<file path="config.mk">
export PLATFORM = sky130hd
export DESIGN_NAME = pulse_distance_ir_frame_receiver_core
export DESIGN_NICKNAME = d
export VERILOG_FILES = /design/src/rtl/pdir_pkg.sv /design/src/rtl/pdir_cfg_regs.sv /design/src/rtl/pdir_queue.sv /design/src/rtl/pdir_decoder.sv /design/src/rtl/pulse_distance_ir_frame_receiver_core.sv
export SDC_FILE = /design/constraint.sdc
export NUM_CORES = 1
export LEC_CHECK = 0
export ABC_CLOCK_PERIOD_IN_PS = 5800
export CORE_MARGIN = 2
export CORE_UTILIZATION = 56
export CTS_BUF_LIST = sky130_fd_sc_hd__clkbuf_16
export DETAILED_ROUTE_END_ITERATION = 6
export DONT_BUFFER_PORTS = 1
export GPL_ROUTABILITY_DRIVEN = 0
export PLACE_DENSITY = 0.77
export SYNTH_ARGS = -nofsm -noshare
export SYNTH_HDL_FRONTEND = slang
export SYNTH_SLANG_ARGS = --single-unit
</file>
<file path="constraint.sdc">
create_clock -name clk -period 5.8 [get_ports clk]
set_clock_uncertainty 0.05 [all_clocks]
set_input_delay 1.16 -clock clk [delete_from_list [all_inputs] [get_ports clk]]
set_output_delay 1.16 -clock clk [all_outputs]
set_load 0.01 [all_outputs]
</file>
<file path="src/rtl/pdir_pkg.sv">
// Shared types and constants for the pulse-distance IR frame receiver.
// Has no dependencies; every other file imports it.
`default_nettype none

package pdir_pkg;

  // Frame limit and run timer width.
  localparam int MAX_BYTES  = 32;
  localparam int TIMER_BITS = 16;

  // Width of the threshold registers and of the compare path.
  localparam int THR_W   = 16;
  localparam int CMP_W   = (TIMER_BITS > THR_W) ? TIMER_BITS : THR_W;
  localparam int BYTES_W = $clog2(MAX_BYTES + 1);

  // Sample queue between front and back.
  localparam int QUEUE_DEPTH = 4;
  localparam int QPTR_W      = $clog2(QUEUE_DEPTH);
  localparam int QCNT_W      = $clog2(QUEUE_DEPTH + 1);

  // Configuration register indexes.
  localparam logic [2:0] CFG_START_BURST_MIN = 3'd0;
  localparam logic [2:0] CFG_START_BURST_MAX = 3'd1;
  localparam logic [2:0] CFG_START_GAP_MAX   = 3'd2;
  localparam logic [2:0] CFG_SHORT_MIN       = 3'd3;
  localparam logic [2:0] CFG_LONG_MIN        = 3'd4;
  localparam logic [2:0] CFG_BIT_TIMEOUT     = 3'd5;
  localparam logic [2:0] CFG_DEVICE_ID       = 3'd6;

  // Frame status codes.
  localparam logic [2:0] ST_OK       = 3'd0;
  localparam logic [2:0] ST_TIMING   = 3'd1;
  localparam logic [2:0] ST_EMPTY    = 3'd2;
  localparam logic [2:0] ST_OVERFLOW = 3'd3;
  localparam logic [2:0] ST_CHECKSUM = 3'd4;
  localparam logic [2:0] ST_ADDRESS  = 3'd5;

  // Decoder phases.
  typedef enum logic [1:0] {
    PH_HUNT      = 2'd0,
    PH_START_GAP = 2'd1,
    PH_BURST     = 2'd2,
    PH_GAP       = 2'd3
  } phase_t;

  // Timing and address settings as seen by the decoder.
  typedef struct packed {
    logic [THR_W-1:0] start_burst_min;
    logic [THR_W-1:0] start_burst_max;
    logic [THR_W-1:0] start_gap_max;
    logic [THR_W-1:0] short_min;
    logic [THR_W-1:0] long_min;
    logic [THR_W-1:0] bit_timeout;
    logic [7:0]       device_id;
  } cfg_t;

endpackage

`default_nettype wire

</file>
<file path="src/rtl/pdir_cfg_regs.sv">
// Configuration register file of the IR frame receiver.
// Depends on pdir_pkg for the register indexes and the cfg_t struct.
`default_nettype none

module pdir_cfg_regs
  import pdir_pkg::*;
(
  input  wire logic             clk,
  input  wire logic             rst,
  input  wire logic             cfg_valid,
  output logic                  cfg_ready,
  input  wire logic [2:0]       cfg_index,
  input  wire logic [THR_W-1:0] cfg_data,
  output cfg_t                  cfg
);

  // Writes are always taken.
  assign cfg_ready = 1'b1;

  // Register write; an index past the list is dropped.
  always_ff @(posedge clk) begin
    if (rst) begin
      cfg.start_burst_min <= THR_W'(4000);
      cfg.start_burst_max <= THR_W'(6000);
      cfg.start_gap_max   <= THR_W'(6000);
      cfg.short_min       <= THR_W'(250);
      cfg.long_min        <= THR_W'(750);
      cfg.bit_timeout     <= THR_W'(1250);
      cfg.device_id       <= 8'd48;
    end else if (cfg_valid) begin
      unique case (cfg_index)
        CFG_START_BURST_MIN: cfg.start_burst_min <= cfg_data;
        CFG_START_BURST_MAX: cfg.start_burst_max <= cfg_data;
        CFG_START_GAP_MAX:   cfg.start_gap_max   <= cfg_data;
        CFG_SHORT_MIN:       cfg.short_min       <= cfg_data;
        CFG_LONG_MIN:        cfg.long_min        <= cfg_data;
        CFG_BIT_TIMEOUT:     cfg.bit_timeout     <= cfg_data;
        CFG_DEVICE_ID:       cfg.device_id       <= cfg_data[7:0];
        default: begin
        end
      endcase
    end
  end

endmodule

`default_nettype wire

</file>
<file path="src/rtl/pdir_queue.sv">
// Front end: accepts receiver samples and holds them in a short queue.
// Depends on pdir_pkg for the queue depth and pointer widths.
`default_nettype none

module pdir_queue
  import pdir_pkg::*;
(
  input  wire logic clk,
  input  wire logic rst,
  input  wire logic in_valid,
  output logic      in_ready,
  input  wire logic rx_level,
  output logic      q_valid,
  output logic      q_level,
  input  wire logic q_pop
);

  logic [QUEUE_DEPTH-1:0] slots;
  logic [QPTR_W-1:0]      wr_ptr;
  logic [QPTR_W-1:0]      rd_ptr;
  logic [QCNT_W-1:0]      fill;
  logic                   push;
  logic                   pop;

  assign in_ready = (fill != QCNT_W'(QUEUE_DEPTH));
  assign q_valid  = (fill != '0);
  assign q_level  = slots[rd_ptr];
  assign push     = in_valid && in_ready;
  assign pop      = q_pop && q_valid;

  // Sample storage.
  always_ff @(posedge clk) begin
    if (push) begin
      slots[wr_ptr] <= rx_level;
    end
  end

  // Pointers and fill level.
  always_ff @(posedge clk) begin
    if (rst) begin
      wr_ptr <= '0;
      rd_ptr <= '0;
      fill   <= '0;
    end else begin
      if (push) begin
        wr_ptr <= (wr_ptr == QPTR_W'(QUEUE_DEPTH - 1)) ? '0 : wr_ptr + 1'b1;
      end
      if (pop) begin
        rd_ptr <= (rd_ptr == QPTR_W'(QUEUE_DEPTH - 1)) ? '0 : rd_ptr + 1'b1;
      end
      if (push && !pop) begin
        fill <= fill + 1'b1;
      end else if (pop && !push) begin
        fill <= fill - 1'b1;
      end
    end
  end

endmodule

`default_nettype wire

</file>
<file path="src/rtl/pdir_decoder.sv">
// Back end: decodes one queued sample per cycle while the result register
// is free or read, and registers the byte or frame result. Needs pdir_pkg.
`default_nettype none

module pdir_decoder
  import pdir_pkg::*;
(
  input  wire logic clk,
  input  wire logic rst,
  input  cfg_t      cfg,
  input  wire logic q_valid,
  input  wire logic q_level,
  output logic      q_pop,
  output logic      out_valid,
  input  wire logic out_ready,
  output logic      byte_valid,
  output logic [7:0] data_byte,
  output logic [4:0] byte_index,
  output logic      frame_done,
  output logic [2:0] status,
  output logic [5:0] byte_count
);

  phase_t                phase, phase_next;
  logic [TIMER_BITS-1:0] run_ticks, run_ticks_next;
  logic [7:0]            shift_bits, shift_bits_next;
  logic [2:0]            bit_slot, bit_slot_next;
  logic [BYTES_W-1:0]    bytes_done, bytes_done_next;
  logic [7:0]            xor_sum, xor_sum_next;
  logic [7:0]            first_byte, first_byte_next;
  logic                  out_valid_next;

  logic                  step;
  logic                  high;
  logic [TIMER_BITS-1:0] run_inc;
  logic [CMP_W-1:0]      run_x;
  logic [CMP_W-1:0]      run_inc_x;
  logic                  start_ok;
  logic                  gap_zero;
  logic                  gap_over;
  logic                  tmo_zero;
  logic                  inc_over;
  logic                  is_long;
  logic                  is_short;
  logic                  gap_ok;
  logic                  bit_ok;
  logic                  slot_wrap;
  logic [BYTES_W-1:0]    bytes_inc;
  logic                  ovf;
  logic [7:0]            new_shift;
  logic                  fin;
  logic [2:0]            fin_st;
  logic                  emit;

  // One sample is decoded whenever the result register can take a result.
  assign step  = q_valid && (!out_valid || out_ready);
  assign q_pop = step;
  assign high  = q_level;

  // Run timer and the comparisons against the thresholds.
  assign run_inc   = (run_ticks == {TIMER_BITS{1'b1}}) ? run_ticks : run_ticks + 1'b1;
  assign run_x     = CMP_W'(run_ticks);
  assign run_inc_x = CMP_W'(run_inc);
  assign start_ok  = (run_x >= CMP_W'(cfg.start_burst_min)) &&
                     (run_x <= CMP_W'(cfg.start_burst_max)) && (run_ticks != '0);
  assign gap_zero  = (cfg.start_gap_max == '0);
  assign gap_over  = (run_inc_x > CMP_W'(cfg.start_gap_max));
  assign tmo_zero  = (cfg.bit_timeout == '0);
  assign inc_over  = (run_inc_x > CMP_W'(cfg.bit_timeout));
  assign is_long   = (run_x > CMP_W'(cfg.long_min));
  assign is_short  = (run_x < CMP_W'(cfg.short_min));
  assign gap_ok    = (run_x > CMP_W'(cfg.short_min));
  assign bit_ok    = is_long || gap_ok;
  assign slot_wrap = (bit_slot == 3'd7);
  assign bytes_inc = bytes_done + 1'b1;
  assign ovf       = (bytes_inc >= BYTES_W'(MAX_BYTES));
  assign new_shift = {shift_bits[6:0], is_long};

  // Classify the sample: does it finish the frame or complete a byte.
  always_comb begin
    fin    = 1'b0;
    fin_st = ST_OK;
    emit   = 1'b0;
    unique case (phase)
      PH_HUNT: begin
      end
      PH_START_GAP: begin
        fin    = !high && tmo_zero;
        fin_st = ST_TIMING;
      end
      PH_BURST: begin
        if (!high) begin
          fin    = inc_over;
          fin_st = ST_TIMING;
        end else if (is_long) begin
          // End mark: empty, then checksum, then address.
          fin = 1'b1;
          if (bytes_done == '0) begin
            fin_st = ST_EMPTY;
          end else if (xor_sum != 8'd0) begin
            fin_st = ST_CHECKSUM;
          end else if (first_byte != cfg.device_id) begin
            fin_st = ST_ADDRESS;
          end else begin
            fin_st = ST_OK;
          end
        end else begin
          fin    = is_short || tmo_zero;
          fin_st = ST_TIMING;
        end
      end
      PH_GAP: begin
        if (high) begin
          fin    = inc_over;
          fin_st = ST_TIMING;
        end else if (!bit_ok) begin
          fin    = 1'b1;
          fin_st = ST_TIMING;
        end else begin
          emit = slot_wrap;
          if (slot_wrap && ovf) begin
            fin    = 1'b1;
            fin_st = ST_OVERFLOW;
          end else begin
            fin    = tmo_zero;
            fin_st = ST_TIMING;
          end
        end
      end
    endcase
  end

  // Next phase.
  always_comb begin
    phase_next = phase;
    if (step) begin
      if (fin) begin
        phase_next = PH_HUNT;
      end else begin
        unique case (phase)
          PH_HUNT:      phase_next = (high && start_ok && !gap_zero) ? PH_START_GAP : PH_HUNT;
          PH_START_GAP: phase_next = high ? (gap_over ? PH_HUNT : PH_START_GAP) : PH_BURST;
          PH_BURST:     phase_next = high ? PH_GAP : PH_BURST;
          PH_GAP:       phase_next = high ? PH_GAP : PH_BURST;
        endcase
      end
    end
  end

  // Timer, byte assembly and frame totals.
  always_comb begin
    run_ticks_next  = run_ticks;
    shift_bits_next = shift_bits;
    bit_slot_next   = bit_slot;
    bytes_done_next = bytes_done;
    xor_sum_next    = xor_sum;
    first_byte_next = first_byte;
    if (step) begin
      unique case (phase)
        PH_HUNT: begin
          if (!high) begin
            run_ticks_next = run_inc;
          end else if (start_ok && !gap_zero) begin
            run_ticks_next = TIMER_BITS'(1);
          end else begin
            run_ticks_next = '0;
          end
        end
        PH_START_GAP: begin
          if (high) begin
            run_ticks_next = gap_over ? '0 : run_inc;
          end else begin
            run_ticks_next  = TIMER_BITS'(1);
            shift_bits_next = 8'd0;
            bit_slot_next   = 3'd0;
            bytes_done_next = '0;
            xor_sum_next    = 8'd0;
            first_byte_next = 8'd0;
          end
        end
        PH_BURST: begin
          run_ticks_next = high ? TIMER_BITS'(1) : run_inc;
        end
        PH_GAP: begin
          if (high) begin
            run_ticks_next = run_inc;
          end else begin
            run_ticks_next = TIMER_BITS'(1);
            if (bit_ok) begin
              bit_slot_next = bit_slot + 1'b1;
              if (slot_wrap) begin
                shift_bits_next = 8'd0;
                xor_sum_next    = xor_sum ^ new_shift;
                bytes_done_next = bytes_inc;
                if (bytes_done == '0) begin
                  first_byte_next = new_shift;
                end
              end else begin
                shift_bits_next = new_shift;
              end
            end
          end
        end
      endcase
      if (fin) begin
        run_ticks_next = '0;
      end
    end
  end

  // Result register handshake.
  assign out_valid_next = step ? (fin || emit) : (out_valid && !out_ready);

  always_ff @(posedge clk) begin
    if (rst) begin
      phase      <= PH_HUNT;
      run_ticks  <= '0;
      shift_bits <= 8'd0;
      bit_slot   <= 3'd0;
      bytes_done <= '0;
      xor_sum    <= 8'd0;
      first_byte <= 8'd0;
      out_valid  <= 1'b0;
    end else begin
      phase      <= phase_next;
      run_ticks  <= run_ticks_next;
      shift_bits <= shift_bits_next;
      bit_slot   <= bit_slot_next;
      bytes_done <= bytes_done_next;
      xor_sum    <= xor_sum_next;
      first_byte <= first_byte_next;
      out_valid  <= out_valid_next;
    end
  end

  // Result fields; fields of the part that did not happen read as zero.
  always_ff @(posedge clk) begin
    if (step && (fin || emit)) begin
      byte_valid <= emit;
      data_byte  <= emit ? new_shift : 8'd0;
      byte_index <= emit ? 5'(bytes_done) : 5'd0;
      frame_done <= fin;
      status     <= fin ? fin_st : ST_OK;
      byte_count <= fin ? 6'(bytes_done_next) : 6'd0;
    end
  end

`ifndef SYNTH
  // A delivered result always carries a byte or a frame end.
  a_result_nonempty: assert property (@(posedge clk) disable iff (rst)
    out_valid |-> (byte_valid || frame_done))
    else $error("result beat with neither byte nor frame end");

  // Overflow is only reported together with the byte that caused it.
  a_overflow_with_byte: assert property (@(posedge clk) disable iff (rst)
    (out_valid && frame_done && (status == ST_OVERFLOW)) |-> byte_valid)
    else $error("overflow status without its byte");

  // A finished frame sends the decoder back to hunting with a clear timer.
  a_finish_to_hunt: assert property (@(posedge clk) disable iff (rst)
    (step && fin) |=> ((phase == PH_HUNT) && (run_ticks == '0)))
    else $error("decoder did not return to hunting after frame end");

  // The byte counter never passes the frame limit.
  a_bytes_bounded: assert property (@(posedge clk) disable iff (rst)
    bytes_done <= BYTES_W'(MAX_BYTES))
    else $error("byte counter beyond frame limit");

  // The decoder only consumes samples when the queue holds one.
  a_pop_needs_sample: assert property (@(posedge clk) disable iff (rst)
    q_pop |-> q_valid)
    else $error("sample taken from an empty queue");
`endif

endmodule

`default_nettype wire

</file>
<file path="src/rtl/pulse_distance_ir_frame_receiver_core.sv">
// A sample passes the queue slots, then is decoded into the result register.
// Throughput: one receiver sample per clock while the result register is
// free or read; a four-beat sample queue absorbs output stalls.
// Reset (rst, synchronous, active high) empties the queue, returns the
// decoder to hunting with all counters cleared, and loads the default
// timing and address settings.
// Top level: instantiates pdir_cfg_regs, pdir_queue and pdir_decoder.
`default_nettype none

module pulse_distance_ir_frame_receiver_core
  import pdir_pkg::*;
(
  input  wire logic             clk,
  input  wire logic             rst,
  input  wire logic             in_valid,
  output logic                  in_ready,
  input  wire logic             rx_level,
  output logic                  out_valid,
  input  wire logic             out_ready,
  output logic                  byte_valid,
  output logic [7:0]            data_byte,
  output logic [4:0]            byte_index,
  output logic                  frame_done,
  output logic [2:0]            status,
  output logic [5:0]            byte_count,
  input  wire logic             cfg_valid,
  output logic                  cfg_ready,
  input  wire logic [2:0]       cfg_index,
  input  wire logic [THR_W-1:0] cfg_data
);

  cfg_t cfg;
  logic q_valid;
  logic q_level;
  logic q_pop;

  // Settings.
  pdir_cfg_regs u_cfg_regs (
    .clk       (clk),
    .rst       (rst),
    .cfg_valid (cfg_valid),
    .cfg_ready (cfg_ready),
    .cfg_index (cfg_index),
    .cfg_data  (cfg_data),
    .cfg       (cfg)
  );

  // Sample intake.
  pdir_queue u_queue (
    .clk      (clk),
    .rst      (rst),
    .in_valid (in_valid),
    .in_ready (in_ready),
    .rx_level (rx_level),
    .q_valid  (q_valid),
    .q_level  (q_level),
    .q_pop    (q_pop)
  );

  // Frame decoding and result register.
  pdir_decoder u_decoder (
    .clk        (clk),
    .rst        (rst),
    .cfg        (cfg),
    .q_valid    (q_valid),
    .q_level    (q_level),
    .q_pop      (q_pop),
    .out_valid  (out_valid),
    .out_ready  (out_ready),
    .byte_valid (byte_valid),
    .data_byte  (data_byte),
    .byte_index (byte_index),
    .frame_done (frame_done),
    .status     (status),
    .byte_count (byte_count)
  );

endmodule

`default_nettype wire

</file>
======== After elaboration in Yosys (flattened, before gate mapping) ========
Cells that the tools add are included.
storage, ports and cells
  input bits .............................. 25
  logic and storage cells ................. 177
  flip-flop bits (word level) ............. 190
operators by class
  mux-type cells .......................... 67
  add/subtract/negate cells ............... 7
  reductions and logical operators ........ 46
  magnitude comparators ................... 11
  eq/ne operators ......................... 20
  bitwise operators ....................... 1
operator list
  cell                                                              count
  16-bit two-way mux                                                7
  16-bit greater-than comparator                                    4
  8-bit two-way mux                                                 8
  16-bit case mux with 4 select lines                               1
  3-bit two-way mux                                                 12
  16-bit zero test                                                  2
  8-bit case mux with 2 select lines                                2
  6-bit two-way mux                                                 5
  7-bit two-way mux                                                 3
  16-bit by 1-bit adder with 16-bit output (second input constant)  1
  16-bit == test (second input constant)                            1
  16-bit greater-or-equal comparator                                1
  16-bit less-or-equal comparator                                   1
  16-bit less-than comparator                                       1
  16-bit nonzero test                                               1
  1-bit logical AND                                                 15
  1-bit two-way mux                                                 15
  7-bit case mux with 2 select lines                                1
  2-bit AND reduction                                               7
  3-bit == test (second input constant)                             4
  6-bit case mux with 2 select lines                                1
  2-bit two-way mux                                                 5
  3-bit case mux with 3 select lines                                1
  2-bit == test (second input constant)                             4
  other kinds (33)                                                  49

======== Depth between registers and ports, before layout ========
  word-level depth ........................ 9
  depth in mapped cells ................... 17
  mapped depth without buffers ............ 16

======== Hierarchy ========
From an unflattened synthesis, not the netlist that was laid out.
unflattened totals
  cell total of the unflattened synthesis .. 1203
  area total of the unflattened synthesis .. 10983.0 um^2
modules (own cells, without submodules)
  module         cells each  instances  area each (um^2)  sequential area each (um^2)
  pdir_decoder   770         1          6294.8            1741.7
  pdir_cfg_regs  382         1          4101.4            2082.0
  pdir_queue     51          1          586.8             260.2

======== Worst setup path after synthesis ========
No wires, ideal clock.
  kind .................................... reg2reg
  start point ............................. register u_decoder.run_ticks[1]
  end point ............................... register u_decoder.byte_count[0] (enable)
  arrival time ............................ 4.347 ns
  stages on the path, launching flop included .. 17
  slack ................................... 0.990 ns
  buffers on the path ..................... 1
  library setup time ...................... 0.413 ns
  cells stage by stage .................... dfxtp_1 ha_1 nand3_2 nor4_4 nor3b_1 nand2_1 nor2_1 xor2_1 ha_1 nand4_1 nor4_1 a21oi_1 nand4_1 nand3_1 o211a_1 buf_6 a21oi_1
between the ends
  word-level cells in the longest chain between the ends .. 7
ends and longest elaborated chain
  what                                                                     line                                     RTL
  start, declared                                                          pdir_decoder.sv:25                       logic [TIMER_BITS-1:0] run_ticks, run_ticks_next;
  start signal, assigned                                                   pdir_decoder.sv:226                      run_ticks <= run_ticks_next;
  16-bit by 1-bit adder with 16-bit output (tied with other cells)         pdir_decoder.sv:61                       assign run_inc = (run_ticks == {TIMER_BITS{1'b1}}) ? run_ticks : run_ticks + 1'b1;
  16-bit two-way mux (tied with other cells)                               pdir_decoder.sv:61
  16-bit greater-than comparator (tied with other cells)                   pdir_decoder.sv:69                       assign inc_over = (run_inc_x > CMP_W'(cfg.bit_timeout));
  1-bit two-way mux, on equally long branches                              pdir_decoder.sv:113, pdir_decoder.sv:92
  1-bit case mux with 3 select lines or 1-bit two-way mux (tied branches)  pdir_decoder.sv:84                       unique case (phase)
  1-bit logical OR *                                                       pdir_decoder.sv:238                      if (step && (fin || emit)) begin
  1-bit logical AND *                                                      pdir_decoder.sv:238
  end signal, assigned                                                     pdir_decoder.sv:244                      byte_count <= fin ? 6'(bytes_done_next) : 6'd0;
  end, declared                                                            pdir_decoder.sv:21                       output logic [5:0] byte_count
Every way passes the cells marked *; elsewhere a longest branch is shown, timed or not.
A chain may end at the register's enable or synchronous reset.

======== Worst setup path in the final report ========
  start point ............................. register u_decoder.run_ticks[1]
  end point ............................... register u_decoder.run_ticks[15]
between the ends
  word-level cells in the longest chain between the ends .. 7
ends and longest elaborated chain
  what                                                                        line                 RTL
  16-bit by 1-bit adder with 16-bit output or 16-bit == test (tied branches)  pdir_decoder.sv:61
  16-bit two-way mux                                                          pdir_decoder.sv:61
  16-bit greater-than comparator                                              pdir_decoder.sv:67   assign gap_over = (run_inc_x > CMP_W'(cfg.start_gap_max));
  16-bit two-way mux                                                          pdir_decoder.sv:171  run_ticks_next = gap_over ? '0 : run_inc;
  16-bit two-way mux                                                          pdir_decoder.sv:170  if (high) begin
  16-bit case mux with 4 select lines                                         pdir_decoder.sv:159  unique case (phase)
  16-bit two-way mux *                                                        pdir_decoder.sv:205  if (fin) begin
Marked as above.

==> flow_metrics.py <==
metrics = {
    "yosys": {
        "dominant_synthesized_flop_cell": "dfxtp_1",
        "synth_sequential_area_ratio_pct": 39.2,
        "ys_types": 68,
        "synthesis.area_per_instance_um2": 8.36,
        "async_flop_share_pct": 0,
        "synth_warnings": 0,
        "synth_enable_flop_cells": 28,
        "syn_nets": 1380,
        "synth.ff_latch_count": 190,
        "synth_area_mm2": 0.0104,
        "syn_inst": 1248,
    },
    "final_layout": {
        "area_growth_syn_to_layout_pct": 7.40,
        "layout-drive-gt1-share_pct": 5.40,
        "post_layout_nonfiller_instances": 1470,
        "layout.nets": 1360,
        "antennaDiodeCount": 0,
    },
    "placed_design": {
        "place_inst": 1438,
        "dp_hpwl_um": 19800,
        "buffer_ports.inserted": 0,
    },
    "flow_run": {
        "cap_viol_max_count": 0,
    },
    "critical_path": {
        "timing.reg2reg.worst_path_depth": 15,
        "timing.setup.critical_path_class": "reg -> reg",
        "critPathArrivalTime_ns": 5.29,
        "cp.required_ns": 6.09,
        "path_length_in_cells_of_the_critical_path": 15,
        "cp-end-kind": "flip-flop",
        "timing.critical_path.cells": "ha_1 > nand3_2 > nor4_4 > nor3b_1 > nand2_1 > nor2_1 > xor2_1 > ha_1 > nand4_1 > nor4_1 > o21ai_0 > o2111ai_2 > nand4_2 > and2_1 > a31o_1",
        "critical_path.max_stage_delay_ns": 0.63,
        "critical-path-top-delay-family": "simple AND/OR/NAND/NOR gates",
        "cp.buffers_inverters": 0,
        "reg2reg_setup_slack_ns": 0.80,
        "startpoint_type": "flip-flop",
        "critical_path.most_common_cell": "ha_1",
        "critPathMaxFanout": 16,
        "crit_slowest_cell": "nor4_4",
    },
    "worst_hold_path": {
        "hold_path_stages": 2,
        "worstHoldPathType": "reg -> reg",
    },
    "clock_network": {
        "clkSlewWorstSetupHoldPaths_ns": 0.07,
        "clk_path_buf_depth": 2,
        "cts_htree_levels": 4,
        "cts.hold.buffers_added": 0,
        "clkLatencyLatePin_ns": 0.45,
        "cts_buffers": 17,
        "post_cts.repair.setup_buffers": 0,
        "cts_resized": 0,
        "clock-sinks": 190,
        "cts_tree": "built",
        "clockRootBuffer": "clkbuf_16",
    },
    "floorplanning": {
        "chipWidth_um": 140,
        "core_mm2": 0.0181,
        "row_count": 49,
        "ios": 52,
        "initial_utilization_pct": 57.5,
        "design.die.area_mm2": 0.0197,
        "die_height_um": 140,
    },
    "routing": {
        "dr_total_vias": 9021,
        "wl_per_cell_um": 18.9,
        "via_per_inst": 6.14,
        "drt_iter0_drc": 845,
        "detailedRoute.firstPassIterationCount": 6,
        "route.final.wire_length_um": 27700,
        "postRouteAntennaNets": 0,
        "drcViolationCount": 0,
    },
    "grt": {
        "groute.layer.met1.usage_pct": 37.6,
        "antenna_found_initial": 0,
        "global_route.usage.met3_pct": 5.50,
        "grt_start_max_net_pins": 107,
        "global_route.overflow_total": 0,
        "grtUsageMet2_pct": 46.3,
        "first_global_vias": 8505,
        "top_usage_layer": "met2",
        "track_usage_pct": 28.7,
        "grt_pass1_wl_um": 44700,
    },
    "timing": {
        "rsz0062_at_grt": "false",
        "drv_slew": 0,
        "max_slew_margin_pct": 36.5,
        "timing_worst_slew_pin_value_ns": 0.952,
        "min_clock_period_post_route_ns": 5.00,
        "fin_setup_tns_ns": 0,
        "hold_viol": 0,
        "fmax_mhz": 200,
        "post-route-period-util_pct": 86.2,
        "setup-violations-final": 0,
    },
    "power": {
        "static-leakage-power_nw": 4.61,
        "power.density_cell_area_mw_per_mm2": 272,
        "vdd_ir_drop_max_mv": 0.236,
    },
    "outcome": {
        "outcome": "finished, final reports clean",
    },
}
## power breakdown
part / internal, W / switching, W / leakage, nW
clock: 0.000616 / 0.000582 / 0.285
combinational: 0.000154 / 0.000285 / 2.72
sequential: 0.00137 / 0.0000373 / 1.60
total: 0.00214 / 0.000904 / 4.61
## metrics by stage
step           hold WS (ns)  cell area (um^2)  setup slack (ns)  power [W]  util (%)
6_report              0.405             11200             0.798    0.00305      61.7
5_1_grt               0.419             11200             0.456    0.00316      61.7
4_1_cts               0.403             11200             0.898    0.00305      61.7
3_5_place_dp          0.393             10600             0.918    0.00187      58.4
3_3_place_gp          0.387             10600              1.05    0.00186      58.4
2_1_floorplan         0.386             10400             0.990    0.00177         -
## registers in the layout (all words and copies together), names as in the netlist, 5 cells and up
| signal | cells |
|---|---|
| u_decoder.byte_index | 5 |
| u_decoder.bytes_done | 6 |
| u_decoder.data_byte | 8 |
| u_decoder.shift_bits | 7 |
| u_decoder.byte_count | 6 |
| u_cfg_regs.cfg | 104 |
| u_decoder.run_ticks | 16 |
| u_decoder.xor_sum | 8 |
| u_decoder.first_byte | 8 |
## final timing paths
kind,from,endpoint
max,u_decoder.run_ticks[1]$_SDFFE_PP0P_,u_decoder.run_ticks[15]$_SDFFE_PP0P_
min,u_cfg_regs.cfg[51]$_SDFFE_PP0P_,u_cfg_regs.cfg[51]$_SDFFE_PP0P_
max reg2reg,u_decoder.run_ticks[1]$_SDFFE_PP0P_,u_decoder.run_ticks[15]$_SDFFE_PP0P_
min reg2reg,u_cfg_regs.cfg[51]$_SDFFE_PP0P_,u_cfg_regs.cfg[51]$_SDFFE_PP0P_
## metal layers
| metal | share of wire [%] | vias up |
|---|---|---|
| li1 | - | 4349 |
| met1 | 43 | 4264 |
| met2 | 46 | 343 |
| met3 | 7.5 | 65 |
| met4 | 3.8 | 0 |
| met5 | 0 | - |
## cell usage in the layout (no fill, tap or decap), types with 22 or more instances in the layout
| master | instances |
|---|---|
| edfxtp_1 | 28 |
| nand4_1 | 37 |
| a21oi_1 | 120 |
| inv_1 | 117 |
| dfxtp_1 | 162 |
| ha_1 | 106 |
| o211ai_1 | 43 |
| nor2_1 | 62 |
| nor4_1 | 22 |
| nand3_1 | 29 |
| nand2_1 | 238 |
## synthesized netlist by cell type (all sizes together), types with 9 or more instances
| master | count | area share [%] |
|---|---|---|
| nand2 | 238 | 8.6 |
| dfxtp | 162 | 31 |
| a21oi | 121 | 5.8 |
| inv | 118 | 4.2 |
| ha | 106 | 13 |
| nor2 | 62 | 2.2 |
| o211ai | 43 | 3.1 |
| nand4 | 40 | 2.6 |
| clkbuf | 38 | 1.4 |
| nand3 | 30 | 1.5 |
| edfxtp | 28 | 8.1 |
| nor4 | 25 | 1.9 |
| nor3 | 22 | 1.1 |
| o21ai | 21 | 1.0 |
| xor2 | 16 | 1.3 |
| and2 | 13 | 0.78 |
| and3 | 12 | 0.72 |
| buf | 12 | 0.65 |
| xnor2 | 12 | 1.0 |
| a22o | 9 | 0.76 |
| o21a | 9 | 0.65 |
## area by class of cell
cell class | instances | area (um^2)
fillers | 1513 | 6950
multi-input cells | 889 | 5700
flip-flops and latches | 190 | 4080
inverters | 119 | 447
clock buffers | 17 | 425
well taps | 229 | 287
clock inverters | 15 | 174
repair buffers | 11 | 82.6
## logic make-up (layout without fill, tap and decap cells)
group | Yosys count | after routing | synth area share [%]
xor gates and xnor gates | 29 | 29 | 2.57
buffers and inverters | 169 | 162 | 6.30
other | 1 | 1 | 0.0360
and+or+nand+nor | 472 | 472 | 21.3
AOI/OAI and AO/OA | 274 | 274 | 17.0
adders and majority gates | 107 | 107 | 12.9
DFF | 190 | 190 | 39.2
muxes | 6 | 6 | 0.708
## worst register-to-register path, cell delays in order (launching register included)
cell	delay, ns
dfxtp_1	0.56
ha_1	0.31
nand3_2	0.13
nor4_4	0.63
nor3b_1	0.21
nand2_1	0.22
nor2_1	0.07
xor2_1	0.18
ha_1	0.33
nand4_1	0.17
nor4_1	0.56
o21ai_0	0.25
o2111ai_2	0.29
nand4_2	0.41
and2_1	0.34
a31o_1	0.20
(Power assumes the default switching activity.)
